### config.mk
export PLATFORM = sky130hd
export DESIGN_NAME = isopav_div
export DESIGN_NICKNAME = d
export VERILOG_FILES = /design/src/hdl/isopav_pkg.sv /design/src/hdl/isopav_div.sv
export SDC_FILE = /design/constraint.sdc
export NUM_CORES = 1
export LEC_CHECK = 0
export BUFFER_PORTS_ARGS = -buffer_cell sky130_fd_sc_hd__buf_4
export CAP_MARGIN = 40
export CORE_MARGIN = 1
export CORE_UTILIZATION = 59
export CTS_BUF_LIST = sky130_fd_sc_hd__clkbuf_8
export DETAILED_ROUTE_END_ITERATION = 10
export HOLD_SLACK_MARGIN = 0.08
export PLACE_DENSITY = 0.89
export SLEW_MARGIN = 0
export SYNTH_ARGS = -nofsm -noshare
export SYNTH_HDL_FRONTEND = slang
export SYNTH_SLANG_ARGS = --single-unit
### constraint.sdc
create_clock -name clock -period 7.44 [get_ports clock]
set_input_delay 0 -clock clock [delete_from_list [all_inputs] [get_ports clock]]
set_output_delay 0 -clock clock [all_outputs]
set_load 0.02 [all_outputs]
### src/hdl/isopav_pkg.sv
// ----------------------------------------------------------------------------
// isopav_pkg: shared types and constants of the isotonic regression unit
// Transaction payloads, register map, sequencer states and datapath widths.
// ----------------------------------------------------------------------------
package isopav_pkg;

   localparam int VALUE_W       = 32;   // Q16.16 sample and fitted values
   localparam int WEIGHT_IN_W   = 16;   // weight of one observation
   localparam int QUOT_W        = 32;   // quotient width of the pooling divide
   localparam int DEF_MAX_ITEMS = 64;

   // Configuration port
   localparam int CSR_AW = 3;
   localparam int CSR_DW = 32;
   localparam logic REG_UNIT_WEIGHTS = 1'b0;   // register index, paddr[2]

   typedef struct packed {
      logic signed [VALUE_W-1:0]   sample_value;
      logic        [WEIGHT_IN_W-1:0] sample_weight;
      logic                        final_item;
   } req_type;

   typedef struct packed {
      logic signed [VALUE_W-1:0] fitted_value;
      logic                      run_end;
      logic                      overflow;
   } rsp_type;

   typedef enum logic [3:0] {
      ST_IDLE,
      ST_MRG_CHK,
      ST_MRG_CMP,
      ST_MRG_MUL,
      ST_MRG_START,
      ST_MRG_DIV,
      ST_OUT_LOAD,
      ST_OUT_MEAN,
      ST_OUT_BOUND,
      ST_OUT_EMIT
   } state_type;

endpackage

### src/hdl/isopav_div.sv
// ----------------------------------------------------------------------------
// isopav_div: iterative unsigned divider
// Restoring division, one quotient bit per cycle. The caller guarantees that
// the quotient fits QUOT_W bits, so the partial remainder starts from the
// upper dividend bits and only QUOT_W steps are needed.
// ----------------------------------------------------------------------------
module isopav_div #(
   parameter int WW = 22
) (
   input  logic                            clock,
   input  logic                            reset,
   input  logic                            div_start,
   input  logic [WW+isopav_pkg::QUOT_W-1:0] dividend,
   input  logic [WW-1:0]                   divisor,
   output logic                            div_done,
   output logic [isopav_pkg::QUOT_W-1:0]   quotient
);
   import isopav_pkg::*;

   localparam int CNT_W = $clog2(QUOT_W + 1);

   logic [WW-1:0]     rem_ff, rem_in;
   logic [QUOT_W-1:0] quo_ff, quo_in;
   logic [CNT_W-1:0]  cnt_ff, cnt_in;
   logic              done_ff, done_in;
   logic [WW+1:0]     trial;
   logic              borrow;

   always_comb begin
      trial  = {1'b0, rem_ff, quo_ff[QUOT_W-1]} - {2'b00, divisor};
      borrow = trial[WW+1];
      rem_in  = rem_ff;
      quo_in  = quo_ff;
      cnt_in  = cnt_ff;
      done_in = 1'b0;
      if (div_start) begin
         rem_in = dividend[WW+QUOT_W-1:QUOT_W];
         quo_in = dividend[QUOT_W-1:0];
         cnt_in = CNT_W'(QUOT_W);
      end else if (cnt_ff != '0) begin
         // The shifted-in dividend bits are replaced by quotient bits.
         rem_in  = borrow ? {rem_ff[WW-2:0], quo_ff[QUOT_W-1]} : trial[WW-1:0];
         quo_in  = {quo_ff[QUOT_W-2:0], ~borrow};
         cnt_in  = cnt_ff - 1'b1;
         done_in = (cnt_ff == CNT_W'(1));
      end
   end

   always_ff @(posedge clock) begin
      if (reset) begin
         cnt_ff  <= '0;
         done_ff <= 1'b0;
      end else begin
         cnt_ff  <= cnt_in;
         done_ff <= done_in;
      end
   end

   always_ff @(posedge clock) begin
      rem_ff <= rem_in;
      quo_ff <= quo_in;
   end

   assign div_done = done_ff;
   assign quotient = quo_ff;

endmodule

# == Yosys cells after proc, flatten, opt, wreduce, memory -nomap -nowiden ==
# Index checks and enable logic that the tools add are counted.
# op_classes
n_addsub,2
n_reduce_logical,4
n_eq_ne,1
bitwise_logic,2
n_mux,7
# ops
cell,n
22-bit 2-to-1 mux,3
32-bit 2-to-1 mux,2
23-bit by 22-bit subtractor with 24-bit output,1
6-bit 2-to-1 mux,2
"6-bit by 1-bit == test with 1-bit output, second input constant",1
6-bit nonzero test,1
"6-bit by 1-bit subtractor with 6-bit output, second input constant",1
3-bit OR reduction,1
1-bit NOT,2
2-bit nonzero test,1
2-bit OR reduction,1
# totals
ff_bits,61
inputBits,79

# == Longest topological paths before layout ==
# Gate-level depths: netlist of run 1.
# logic_depth
depth_word,4
depth_mapped,12
mapped_depth_nobuf,11

# == Worst setup path after synthesis of run 1 ==
# OpenSTA, ideal clock, no wires.
# synth_timing
kind,input port to flip-flop
from,in div_start
to,"reg quo_ff[0] (netlist: quotient[0]), enable pin"
slack_ns,4.590
stages,5
arrival_time_ns,2.091
setup_ns,0.760
path_cell_list,clkbuf_1 -> inv_1 -> clkbuf_1 -> clkbuf_1 -> nand3_1
# synth_via
elab_chain_len,1
# synth_lines
item,line_no,text
start: declaration,isopav_div.sv:12,"input logic div_start,"
2-bit nonzero test (no source line),-,
end signal: assignment,isopav_div.sv:61,quo_ff <= quo_in;
end: declaration,isopav_div.sv:23,"logic [QUOT_W-1:0] quo_ff, quo_in;"
# Every way passes these cells.
# A chain may end at the register's enable or synchronous reset.

# == Worst setup path in the final report of run 1 ==
# layout_timing
from,reg rem_ff[17]
to,"reg rem_ff[1], data pin"
# layout_via
elab_chain_len,4
# layout_lines
item,line_no,text
start: declaration,isopav_div.sv:22,"logic [WW-1:0] rem_ff, rem_in;"
start signal: assignment,isopav_div.sv:60,rem_ff <= rem_in;
23-bit by 22-bit subtractor with 24-bit output,isopav_div.sv:30,"trial = {1'b0, rem_ff, quo_ff[QUOT_W-1]} - {2'b00, divisor};"
22-bit 2-to-1 mux,isopav_div.sv:42,"rem_in = borrow ? {rem_ff[WW-2:0], quo_ff[QUOT_W-1]} : trial[WW-1:0];"
22-bit 2-to-1 mux,isopav_div.sv:40,end else if (cnt_ff != '0) begin
22-bit 2-to-1 mux,isopav_div.sv:36,if (div_start) begin
net rem_in[1],isopav_div.sv:22,
# The timed path passes the listed nets, and every way through them passes these cells. The select of a mux whose other input is x is not followed.

==> impl_metrics.toml, run 1 <==
[placed_design]
placer_s_final_routability_congestion_estimate = 0.8845
placed_cells_incl_taps = 543
portBuffers = 111
area_after_dpl_um2 = 4813
hpwl_dp_mm = 6.606

[logic_synthesis]
postSynth.topFlopCell = "sky130_fd_sc_hd__edfxtp_1"
synth_seq_cells = 61
yosysSeqAreaShare_pct = 44.67
syn-instance-count = 367
syn-num-nets = 471
number_of_enable_type_register_cells_in_the_synthesized_netlist = 54
synth.avg_cell_area_um2 = 10.75
yosys_warnings = 0
synth.distinct_cells = 57
syn-cell-area_um2 = 3944
asyncSetResetFlopFracSynth_pct = 0

[final_layout]
final_cells = 615
proportion_of_layout_cells_with_a_drive_suffix_above_1_pct = 32.22
final_nets = 636
layout.cells.most_common = "sky130_fd_sc_hd__buf_4"
final_area_um2 = 5582
syn2layout_area_growth_pct = 41.53
commonest_cells_after_routing_fill_and_taps_aside = "sky130_fd_sc_hd__buf_4 (112), sky130_fd_sc_hd__dlygate4sd3_1 (55), sky130_fd_sc_hd__edfxtp_1 (54)"

[sta]
number_of_hold_violations_in_the_final_report = 0
grt_setup_unrepaired = "no"
slew_viol_final = 0
final.setup.tns_ns = 0
clock.fmax_mhz = 296.7
post-route-min-period_ns = 3.370
maxSlewHeadroom_pct = 42.86
clock_skew_ns = 0.02596
tightest_slew_ns = 0.8571
setup_viol = 0
post-route-period-util_pct = 45.29

[setup_path]
critPathArrivalTime_ns = 3.46
timing.critical_path.to_type = "register"
crit_slowest_cell = "sky130_fd_sc_hd__a31o_1"
worst_ep_required_time_ns = 7.53
critPathBufInv = 0
path_delay_family = "compound AO/OA/AOI/OAI gates"
timing.critical_path.from = "rem_ff[17]$_DFFE_PP_"
worstRegToRegCells = 8
crit_fanout = 18
critical_path.reg2reg.startpoint = "rem_ff[17]$_DFFE_PP_"
biggest_cell_delay_along_the_critical_path_ns = 0.68
worstPathCellList = "ha_1 > and2_0 > and3_1 > nor4b_2 > a21o_1 > a31o_1 > a21oi_1 > mux2_2"
critPathKind = "register to register"
worstSetupStartpointType = "register"
logic_depth_of_the_worst_setup_path_including_buffers = 8

[routing]
detail-route-antenna-nets = 0
drt_iter0_markers = 303
wirelength_mm = 11.88
number_of_remaining_drc_errors = 0
route.top_layer_used = "met4"
routed-wl-met3_um = 851
dr_wl_met2_mm = 6.282
wl_per_cell_um = 19.32
tritonroute_pass_1_iters = 5
wl_met1_mm = 4.132
detail_route.vias_per_cell = 6.091
num_vias = 3746

[global_routing]
grt_pass1_vias = 3846
grt_usage_pct = 34.09
number_of_antenna_violations_at_the_first_check_in_global_routing = 1
maximum_number_of_pins_on_one_net_before_global_route_repair = 61
grt_overflow = 0
first_pass_grt_wire_length_mm = 18.26

[pwr]
leakagePower_nw = 2.457
max-vdd-ir-drop_v = 0.0002700
powerDensity_nw_per_um2 = 385.4

[clocking]
cts.clk_slew.worst_paths_ns = 0.08
cts_buffers = 9
tritoncts_clock_tree = "yes"
clock_insertion_delay_worst_skew_ns = 0.36
h_tree_depth_reported_by_cts = 3
clock_path_buffers = 2
cts_resized = 0
clock-sinks = 61
cts_root_buf = "sky130_fd_sc_hd__clkbuf_8"

[floorplanning]
std_cell_rows = 29
die_area_um2 = 7016
core_area_um2 = 6386
num_io_pins = 112
die-height_um = 83.76
dieWidth_um = 83.76
initial_core_util_pct = 61.76

[worst_hold_path]
hold_path.startpoint = "divisor[0]"
worstHoldPathType = "input pin to register"
min_delay_path_depth = 5

[job]
timing.max_cap.violations = 0

[run_status]
outcome = "finished clean"
## per-stage QoR
step                      utilization (%)  power, mW  hold slack, ns  worst slack, ns
after floorplan                         -      1.447         0.06907            4.590
after detailed placement            75.37      1.711          0.1947            4.239
final                               87.40      2.151          0.2318            4.070
after global routing                87.40      2.260          0.2817            3.953
after global placement              75.20      1.653          0.1883            4.244
after CTS                           87.21      2.073         0.08256            4.169
## Yosys cell counts, types with 3 or more instances
cell	count	area, µm²
sky130_fd_sc_hd__edfxtp_1	54	1622
sky130_fd_sc_hd__mux2_2	36	405.4
sky130_fd_sc_hd__inv_1	32	120.1
sky130_fd_sc_hd__a21oi_1	28	140.1
sky130_fd_sc_hd__nor2_1	27	101.4
sky130_fd_sc_hd__ha_1	24	300.3
sky130_fd_sc_hd__nand2_1	22	82.58
sky130_fd_sc_hd__xnor2_1	13	113.9
sky130_fd_sc_hd__and3_1	8	50.05
sky130_fd_sc_hd__o21ai_0	8	40.04
sky130_fd_sc_hd__a21o_1	7	52.55
sky130_fd_sc_hd__clkbuf_1	7	26.28
sky130_fd_sc_hd__dfxtp_1	7	140.1
sky130_fd_sc_hd__a211oi_1	6	45.04
sky130_fd_sc_hd__xor2_1	6	52.55
sky130_fd_sc_hd__a221o_1	5	50.05
sky130_fd_sc_hd__a31oi_1	5	31.28
sky130_fd_sc_hd__nor3_1	5	25.02
sky130_fd_sc_hd__o21a_1	5	37.54
sky130_fd_sc_hd__and2_1	4	25.02
sky130_fd_sc_hd__buf_6	4	45.04
sky130_fd_sc_hd__nand3_1	4	20.02
sky130_fd_sc_hd__o21ai_1	4	20.02
sky130_fd_sc_hd__nand2b_1	3	18.77
sky130_fd_sc_hd__nor2b_1	3	18.77
sky130_fd_sc_hd__nor4_1	3	18.77
## layer usage
layer / vias to the layer above / GRT usage (%)
li1: 1697 / -
met1: 1760 / 35.85
met2: 237 / 62.82
met3: 52 / 6.726
met4: 0 / 19.57
met5: - / 0
## registers in the layout, summed over array words and instances, names as in the netlist
name,cells
rem_ff,22
div_done,1
quotient,32
cnt_ff,6
## layout make-up
type	count	area (µm²)
tap	77	96.34
clock buffer	9	123.9
timing repair buffer	168	1403
fill	317	804.5
antenna	1	2.502
inverter	32	120.1
clock inverter	7	91.34
multi-input combinational	260	1983
sequential	61	1762
## worst register-to-register path: stages (launching register included)
cell	delay, ns
sky130_fd_sc_hd__edfxtp_1	0.42
sky130_fd_sc_hd__ha_1	0.36
sky130_fd_sc_hd__and2_0	0.26
sky130_fd_sc_hd__and3_1	0.28
sky130_fd_sc_hd__nor4b_2	0.39
sky130_fd_sc_hd__a21o_1	0.21
sky130_fd_sc_hd__a31o_1	0.68
sky130_fd_sc_hd__a21oi_1	0.21
sky130_fd_sc_hd__mux2_2	0.30
## worst paths after layout
path                            slack (ns)                      to
worst max-delay path                  4.07     rem_ff[1]$_DFFE_PP_
worst min-delay path                  0.23     rem_ff[0]$_DFFE_PP_
worst max register to register        4.07     rem_ff[1]$_DFFE_PP_
worst min register to register        0.54  cnt_ff[1]$_SDFFE_PP0P_
## power by group
| part | internal, mW | switching (mW) | leakage (nW) | total [mW] |
|---|---|---|---|---|
| combinational | 0.500 | 0.667 | 1.74 | 1.17 |
| clock | 0.187 | 0.151 | 0.103 | 0.338 |
| sequential | 0.556 | 0.0900 | 0.612 | 0.646 |
| total | 1.24 | 0.908 | 2.46 | 2.15 |
## repair_timing
action | 4_1_cts | 5_1_grt
setup buffers | 0 | 0
endpoints found under the hold margin | 60 | 1
hold buffers | 54 | 1
## logic make-up after synthesis
| kind of cell | after synthesis | share of synthesized area [%] |
|---|---|---|
| AOI/OAI and AO/OA | 88 | 15.36 |
| adders and majority gates | 25 | 8.122 |
| DFF | 61 | 44.67 |
| xor gates and xnor gates | 19 | 4.220 |
| and+or+nand+nor | 90 | 11.68 |
| muxes | 38 | 10.79 |
| buffers and inverters | 46 | 5.171 |
(Power assumes the default switching activity.)
==> run 2: changes to the inputs <==
--- a/config.mk
+++ b/config.mk
@@ -5,14 +5,15 @@
 export SDC_FILE = /design/constraint.sdc
 export NUM_CORES = 1
 export LEC_CHECK = 0
+export ABC_AREA = 1
 export BUFFER_PORTS_ARGS = -buffer_cell sky130_fd_sc_hd__buf_4
 export CAP_MARGIN = 40
 export CORE_MARGIN = 1
-export CORE_UTILIZATION = 59
+export CORE_UTILIZATION = 51
 export CTS_BUF_LIST = sky130_fd_sc_hd__clkbuf_8
 export DETAILED_ROUTE_END_ITERATION = 10
 export HOLD_SLACK_MARGIN = 0.08
-export PLACE_DENSITY = 0.89
+export PLACE_DENSITY = 0.8
 export SLEW_MARGIN = 0
 export SYNTH_ARGS = -nofsm -noshare
 export SYNTH_HDL_FRONTEND = slang
==> constraint.sdc (replaced) <==
create_clock -name clock -period 3 [get_ports clock]
set_input_delay 0 -clock clock [delete_from_list [all_inputs] [get_ports clock]]
set_output_delay 0 -clock clock [all_outputs]
set_load 0.02 [all_outputs]
==> run 2 against run 1 <==
Effect of this change: global-route usage is 3.8 points lower; largest power group unchanged; cell area is 14% higher; highest routed layer unchanged; critical path depth is 3 higher; wire length is 18% higher; critical endpoint is now rem_ff[21]$_DFFE_PP_; flip-flop and latch count stayed put.
==> impl_metrics.toml, run 2 <==
[logic_synthesis]
syn-cell-area_um2 = 4617
syn-instance-count = 686
asyncSetResetFlopFracSynth_pct = 0
yosysSeqAreaShare_pct = 38.16
synth_seq_cells = 61
synth.distinct_cells = 32
most_instantiated_library_cell_after_synthesis = "sky130_fd_sc_hd__nand2_1"
cell_accounting_for_the_most_synthesized_area = "sky130_fd_sc_hd__edfxtp_1"
yosys_warnings = 0
syn-num-nets = 790
synth_top_cells_by_area = "sky130_fd_sc_hd__edfxtp_1 (35%), sky130_fd_sc_hd__nand2_1 (25%), sky130_fd_sc_hd__inv_1 (9.9%), sky130_fd_sc_hd__ha_1 (6.5%), sky130_fd_sc_hd__nand3_1 (4.8%)"
synth.avg_cell_area_um2 = 6.730
postSynth.topFlopCell = "sky130_fd_sc_hd__edfxtp_1"
number_of_enable_type_register_cells_in_the_synthesized_netlist = 54
synth.top_cells.by_count = "sky130_fd_sc_hd__nand2_1 (306), sky130_fd_sc_hd__inv_1 (122), sky130_fd_sc_hd__edfxtp_1 (54)"
top_area_cell_type_share_of_the_netlist_area_pct = 35.12

[final_layout]
syn2layout_area_growth_pct = 37.24
final_cells = 963
combined_area_of_the_multi_input_logic_cells_um2 = 2315
nFillCells = 672
proportion_of_layout_cells_with_a_drive_suffix_above_1_pct = 16.73
final_nets = 954
sequential_cell_area_um2 = 1762
insertedDiodeCount = 0
commonest_cells_after_routing_fill_and_taps_aside = "sky130_fd_sc_hd__nand2_1 (305), sky130_fd_sc_hd__inv_1 (124), sky130_fd_sc_hd__buf_4 (113)"
number_of_flip_flops_in_the_largest_register = 32
layout.cells.most_common = "sky130_fd_sc_hd__nand2_1"

[placed_design]
hpwl_dp_mm = 9.597
placed_cells_incl_taps = 892
placer_s_final_routability_congestion_estimate = 0.9549
portBuffers = 111

[clocking]
cts_root_buf = "sky130_fd_sc_hd__clkbuf_8"
clock_insertion_delay_worst_skew_ns = 0.34
cts.clk_slew.worst_paths_ns = 0.07
h_tree_depth_reported_by_cts = 3
cts_buffers = 9
clock_path_buffers = 2
clock-sinks = 61
tritoncts_clock_tree = "yes"
cts_resized = 0

[routing]
wirelength_mm = 14.05
detail-route-antenna-nets = 0
num_vias = 4966
tritonroute_pass_1_iters = 5
number_of_remaining_drc_errors = 0
drt_iter0_markers = 305
wl_per_cell_um = 14.59
detail_route.vias_per_cell = 5.157

[sta]
setup_viol = 0
maxSlewHeadroom_pct = 55.24
clock_skew_ns = 0.01308
grt_setup_unrepaired = "no"
slew_viol_final = 0
final.setup.tns_ns = 0
post-route-period-util_pct = 83.82
post-route-min-period_ns = 2.515
number_of_hold_violations_in_the_final_report = 0
tightest_slew_ns = 0.6691
clock.fmax_mhz = 397.7

[setup_path]
cpMostUsedCell = "sky130_fd_sc_hd__nand2_1"
crit_slowest_cell = "sky130_fd_sc_hd__edfxtp_1"
crit_fanout = 28
biggest_cell_delay_along_the_critical_path_ns = 0.44
timing.critical_path.to_type = "register"
critPathArrivalTime_ns = 2.61
worstSetupStartpointType = "register"
worstPathCellList = "ha_1 > nand2_1 > inv_1 > a21oi_1 > nand2_1 > nand2_4 > nand3_4 > nand2_1 > nand2_1 > nand2_1 > nand2_1"
worst_ep_required_time_ns = 3.10
critPathKind = "register to register"

[floorplanning]
std_cell_rows = 34
initial_core_util_pct = 52.68
die-height_um = 97.15
core_area_um2 = 8763
die_area_um2 = 9437
num_io_pins = 112
dieWidth_um = 97.15

[job]
timing.max_cap.violations = 0

[worst_hold_path]
worstHoldPathType = "input pin to register"

[pwr]
max-vdd-ir-drop_v = 0.0005180
powerDensity_nw_per_um2 = 847.1
leakagePower_nw = 3.508

[global_routing]
grt_pass1_vias = 4959
first_pass_grt_wire_length_mm = 22.87
maximum_number_of_pins_on_one_net_before_global_route_repair = 58
grt_usage_pct = 30.31
number_of_antenna_violations_at_the_first_check_in_global_routing = 0
grt_overflow = 0

[run_status]
outcome = "finished clean"
[run 2: power by group]
part,internal (mW),leakage [nW],switching (mW)
clock,0.568,0.129,0.334
sequential,1.31,0.626,0.203
combinational,1.08,2.75,1.87
[run 2: repair_timing]
item	4_1_cts	5_1_grt
hold buffers	55	0
buffers inserted	0	0
endpoints found under the hold margin	61	0
[run 2: final cells by class]
class | instances | share of cell area [%]
timing repair buffer | 169 | 22.39
inverter | 124 | 7.346
clock buffer | 10 | 2.172
multi-input combinational | 485 | 36.53
sequential | 61 | 27.80
clock inverter | 6 | 1.619
tap | 108 | 2.133
[run 2: worst paths after layout]
path | cells after the start | from | end | slack (ns)
worst min register to register | 2 | cnt_ff[5]$_SDFFE_PP0P_ | cnt_ff[5]$_SDFFE_PP0P_ | 0.50
worst max-delay path | 11 | rem_ff[4]$_DFFE_PP_ | rem_ff[21]$_DFFE_PP_ | 0.49
worst min-delay path | 5 | divisor[0] | rem_ff[0]$_DFFE_PP_ | 0.22
worst max register to register | 11 | rem_ff[4]$_DFFE_PP_ | rem_ff[21]$_DFFE_PP_ | 0.49
[run 2: logic make-up after synthesis]
| group | share of synthesized area (%) |
|---|---|
| compound gates | 3.848 |
| xor+xnor | 1.518 |
| flops | 38.16 |
| buf+inv | 11.76 |
| fa+ha+maj | 6.938 |
| simple gates | 37.78 |
[run 2: layer usage]
layer	routed length, µm	vias to the layer above	global-route usage, %
li1	-	2460	-
met1	6034	2253	39.18
met2	6657	229	50.98
met3	1083	24	5.971
met4	275	0	9.759
met5	0	-	0
[run 2: worst max-delay path, delay by kind of cell, from the launching register on]
family / cells / cell delay (ns)
compound gates: 1 / 0.13
fa+ha+maj: 1 / 0.38
buf+inv: 1 / 0.06
flops: 1 / 0.44
simple gates: 8 / 1.24
[run 2: stage by stage]
step	power, mW	cell area, µm²	hold WS [ns]	util, %	worst slack (ns)
6_report	5.367	6336	0.2216	72.30	0.4855
5_1_grt	5.757	6336	0.2577	72.30	0.2319
4_1_cts	5.288	6336	0.1702	72.30	0.5340
3_3_place_gp	4.286	5545	0.1701	63.28	0.5636
2_1_floorplan	3.519	4617	0.06907	-	0.6308
3_5_place_dp	4.319	5545	0.1727	63.28	0.5450
==> run 3: changes to the inputs <==
--- a/config.mk
+++ b/config.mk
@@ -5,15 +5,15 @@
 export SDC_FILE = /design/constraint.sdc
 export NUM_CORES = 1
 export LEC_CHECK = 0
-export ABC_AREA = 1
+export ABC_AREA = 0
 export BUFFER_PORTS_ARGS = -buffer_cell sky130_fd_sc_hd__buf_4
 export CAP_MARGIN = 40
 export CORE_MARGIN = 1
-export CORE_UTILIZATION = 51
+export CORE_UTILIZATION = 49
 export CTS_BUF_LIST = sky130_fd_sc_hd__clkbuf_8
 export DETAILED_ROUTE_END_ITERATION = 10
 export HOLD_SLACK_MARGIN = 0.08
-export PLACE_DENSITY = 0.8
+export PLACE_DENSITY = 0.79
 export SLEW_MARGIN = 0
 export SYNTH_ARGS = -nofsm -noshare
 export SYNTH_HDL_FRONTEND = slang
==> constraint.sdc (replaced) <==
create_clock -name clock -period 2.16 [get_ports clock]
set_input_delay 0 -clock clock [delete_from_list [all_inputs] [get_ports clock]]
set_output_delay 0 -clock clock [all_outputs]
set_load 0.02 [all_outputs]
==> run 3 against run 2 <==
Effect of this change: the flow now finishes with violations (negative setup slack); register-to-register slack lost 1.2 ns; first-iteration DRC count shrank 10%; power grew 72%; core utilization grew 11 points; setup slack lost 1.2 ns; clock-buffer cell count shrank 1; sequential power grew 48%; clock power grew 21%; non-clock buffer count grew 81; fmax shrank 11%; via count shrank 16%; highest routed layer unchanged.
==> impl_metrics.toml, run 3 (synthesis gave the netlist of run 1 again) <==
[routing]
drt_iter0_markers = 274
tritonroute_pass_1_iters = 5
num_vias = 4168
detail-route-antenna-nets = 0
detail_route.vias_per_cell = 5.781
number_of_remaining_drc_errors = 0
wirelength_mm = 14.46
wl_per_cell_um = 20.06

[job]
timing.max_cap.violations = 0

[clocking]
tritoncts_clock_tree = "yes"
clock_insertion_delay_worst_skew_ns = 0.38
h_tree_depth_reported_by_cts = 3
cts_root_buf = "sky130_fd_sc_hd__clkbuf_8"
cts.clk_slew.worst_paths_ns = 0.10
clock-sinks = 61
cts_buffers = 9
clock_path_buffers = 2

[sta]
post-route-min-period_ns = 2.837
slew_viol_final = 0
tightest_slew_ns = 0.7408
post-route-period-util_pct = 131.4
setup_viol = 23
clock_skew_ns = 0.02314
number_of_hold_violations_in_the_final_report = 0
final_worst_setup_slack_ns = -0.6772
clock.fmax_mhz = 352.5
maxSlewHeadroom_pct = 50.61
final.setup.tns_ns = -13.05
grt_setup_unrepaired = "yes"
hold_worst_slack_ns = 0.1380

[floorplanning]
core_area_um2 = 7767
std_cell_rows = 32
die-height_um = 91.72
num_io_pins = 112
dieWidth_um = 91.72
initial_core_util_pct = 50.77
die_area_um2 = 8412

[setup_path]
path_delay_family = "simple AND/OR/NAND/NOR gates"
worstPathCellList = "ha_4 > and2_4 > and3_4 > nor4b_4 > a21o_1 > a31oi_4 > buf_4 > buf_4 > and3_1 > a221o_1"
critPathArrivalTime_ns = 2.96
r2r_slack_ns = -0.68
critPathKind = "register to register"
worstSetupStartpointType = "register"
critPathBufInv = 2
timing.critical_path.to_type = "register"
worst_ep_required_time_ns = 2.29
cpMostUsedCell = "sky130_fd_sc_hd__buf_4"
crit_fanout = 4
biggest_cell_delay_along_the_critical_path_ns = 0.45
crit_slowest_cell = "sky130_fd_sc_hd__edfxtp_1"

[run_status]
violations = "negative setup slack"
outcome = "finished, violations left"

[final_layout]
layout.cells.most_common = "sky130_fd_sc_hd__buf_4"
insertedDiodeCount = 0
proportion_of_layout_cells_with_a_drive_suffix_above_1_pct = 47.01
final_nets = 718
final_area_um2 = 6456
number_of_flip_flops_in_the_largest_register = 32
syn2layout_area_growth_pct = 63.71
nFillCells = 438
postLayoutCoreUtil_pct = 83.12
commonest_cells_after_routing_fill_and_taps_aside = "sky130_fd_sc_hd__buf_4 (191), sky130_fd_sc_hd__dlygate4sd3_1 (54), sky130_fd_sc_hd__edfxtp_1 (54)"

[pwr]
max-vdd-ir-drop_v = 0.0007605
leakagePower_nw = 2.900
powerDensity_nw_per_um2 = 1431

[global_routing]
grt_overflow = 0
first_pass_grt_wire_length_mm = 20.64
number_of_antenna_violations_at_the_first_check_in_global_routing = 0
grt_usage_pct = 32.32
maximum_number_of_pins_on_one_net_before_global_route_repair = 60
grt_pass1_vias = 4181

[worst_hold_path]
worstHoldPathType = "input pin to register"

[placed_design]
portBuffers = 111
placer_s_final_routability_congestion_estimate = 0.9358
hpwl_dp_mm = 7.591
area_after_dpl_um2 = 5466
[run 3: cell count changes in the layout (fill, tap and decap cells not counted), sizes merged, moves of 11 or more]
cell   before  now
mux2        0   36
nand2     311   22
nand3      45    4
nand4      19    1
inv       126   33
a21oi      17   28
nor2       41   28
buf       114  196
[run 3: stage by stage]
step	setup slack, ns	total power [mW]	std cells
after floorplan	-0.4124	5.172	367
after CTS	-0.4635	8.539	714
after global placement	-0.5149	6.894	636
after detailed placement	-0.5870	7.027	636
final	-0.6772	9.238	721
after global routing	-0.7490	9.654	721
[run 3: power by group]
group | internal, mW | total, mW | switching, mW | leakage [nW]
clock network | 0.536 | 1.09 | 0.553 | 0.0996
registers | 1.92 | 2.24 | 0.329 | 0.612
logic | 2.94 | 5.90 | 2.97 | 2.19
[run 3: worst paths after layout]
path | startpoint | endpoint | cells after the start
min reg2reg | cnt_ff[1]$_SDFFE_PP0P_ | cnt_ff[1]$_SDFFE_PP0P_ | 2
min | dividend[53] | rem_ff[21]$_DFFE_PP_ | 3
max reg2reg | rem_ff[17]$_DFFE_PP_ | rem_ff[19]$_DFFE_PP_ | 10
max | rem_ff[17]$_DFFE_PP_ | rem_ff[19]$_DFFE_PP_ | 10
[run 3: layout make-up]
class                   count  area (µm²)  area share (%)
multi-input cells         260        2218           34.36
repair buffers            250        2031           31.45
flip-flops and latches     61        1762           27.29
well taps                 102       127.6           1.977
clock buffers               9       123.9           1.919
inverters                  32       120.1           1.860
clock inverters             7       73.82           1.143
[run 3: what timing repair did]
action                     4_1_cts  5_1_grt
setup endpoints to repair       23       23
gates cloned                     0        0
gates resized for setup         17       13
setup buffers                    8        7
hold buffers                    54        0
pin swaps                        5        9
hold endpoints to repair        60        0
[run 3: tightest hold or removal path, cell delays in order]
cell	delay (ns)
sky130_fd_sc_hd__buf_4	0.11
sky130_fd_sc_hd__nor2_1	0.15
sky130_fd_sc_hd__nor4_2	0.07
[run 3: layer usage]
metal  vias up  track usage (%)  routed length, µm  part of all wire (%)
li1       1855                -                  -                     -
met1      2028            35.31               5153                    36
met2       207            59.65               7515                    52
met3        78            4.561                912                   6.3
met4         0            18.36                880                   6.1
met5         -                0                  0                     0
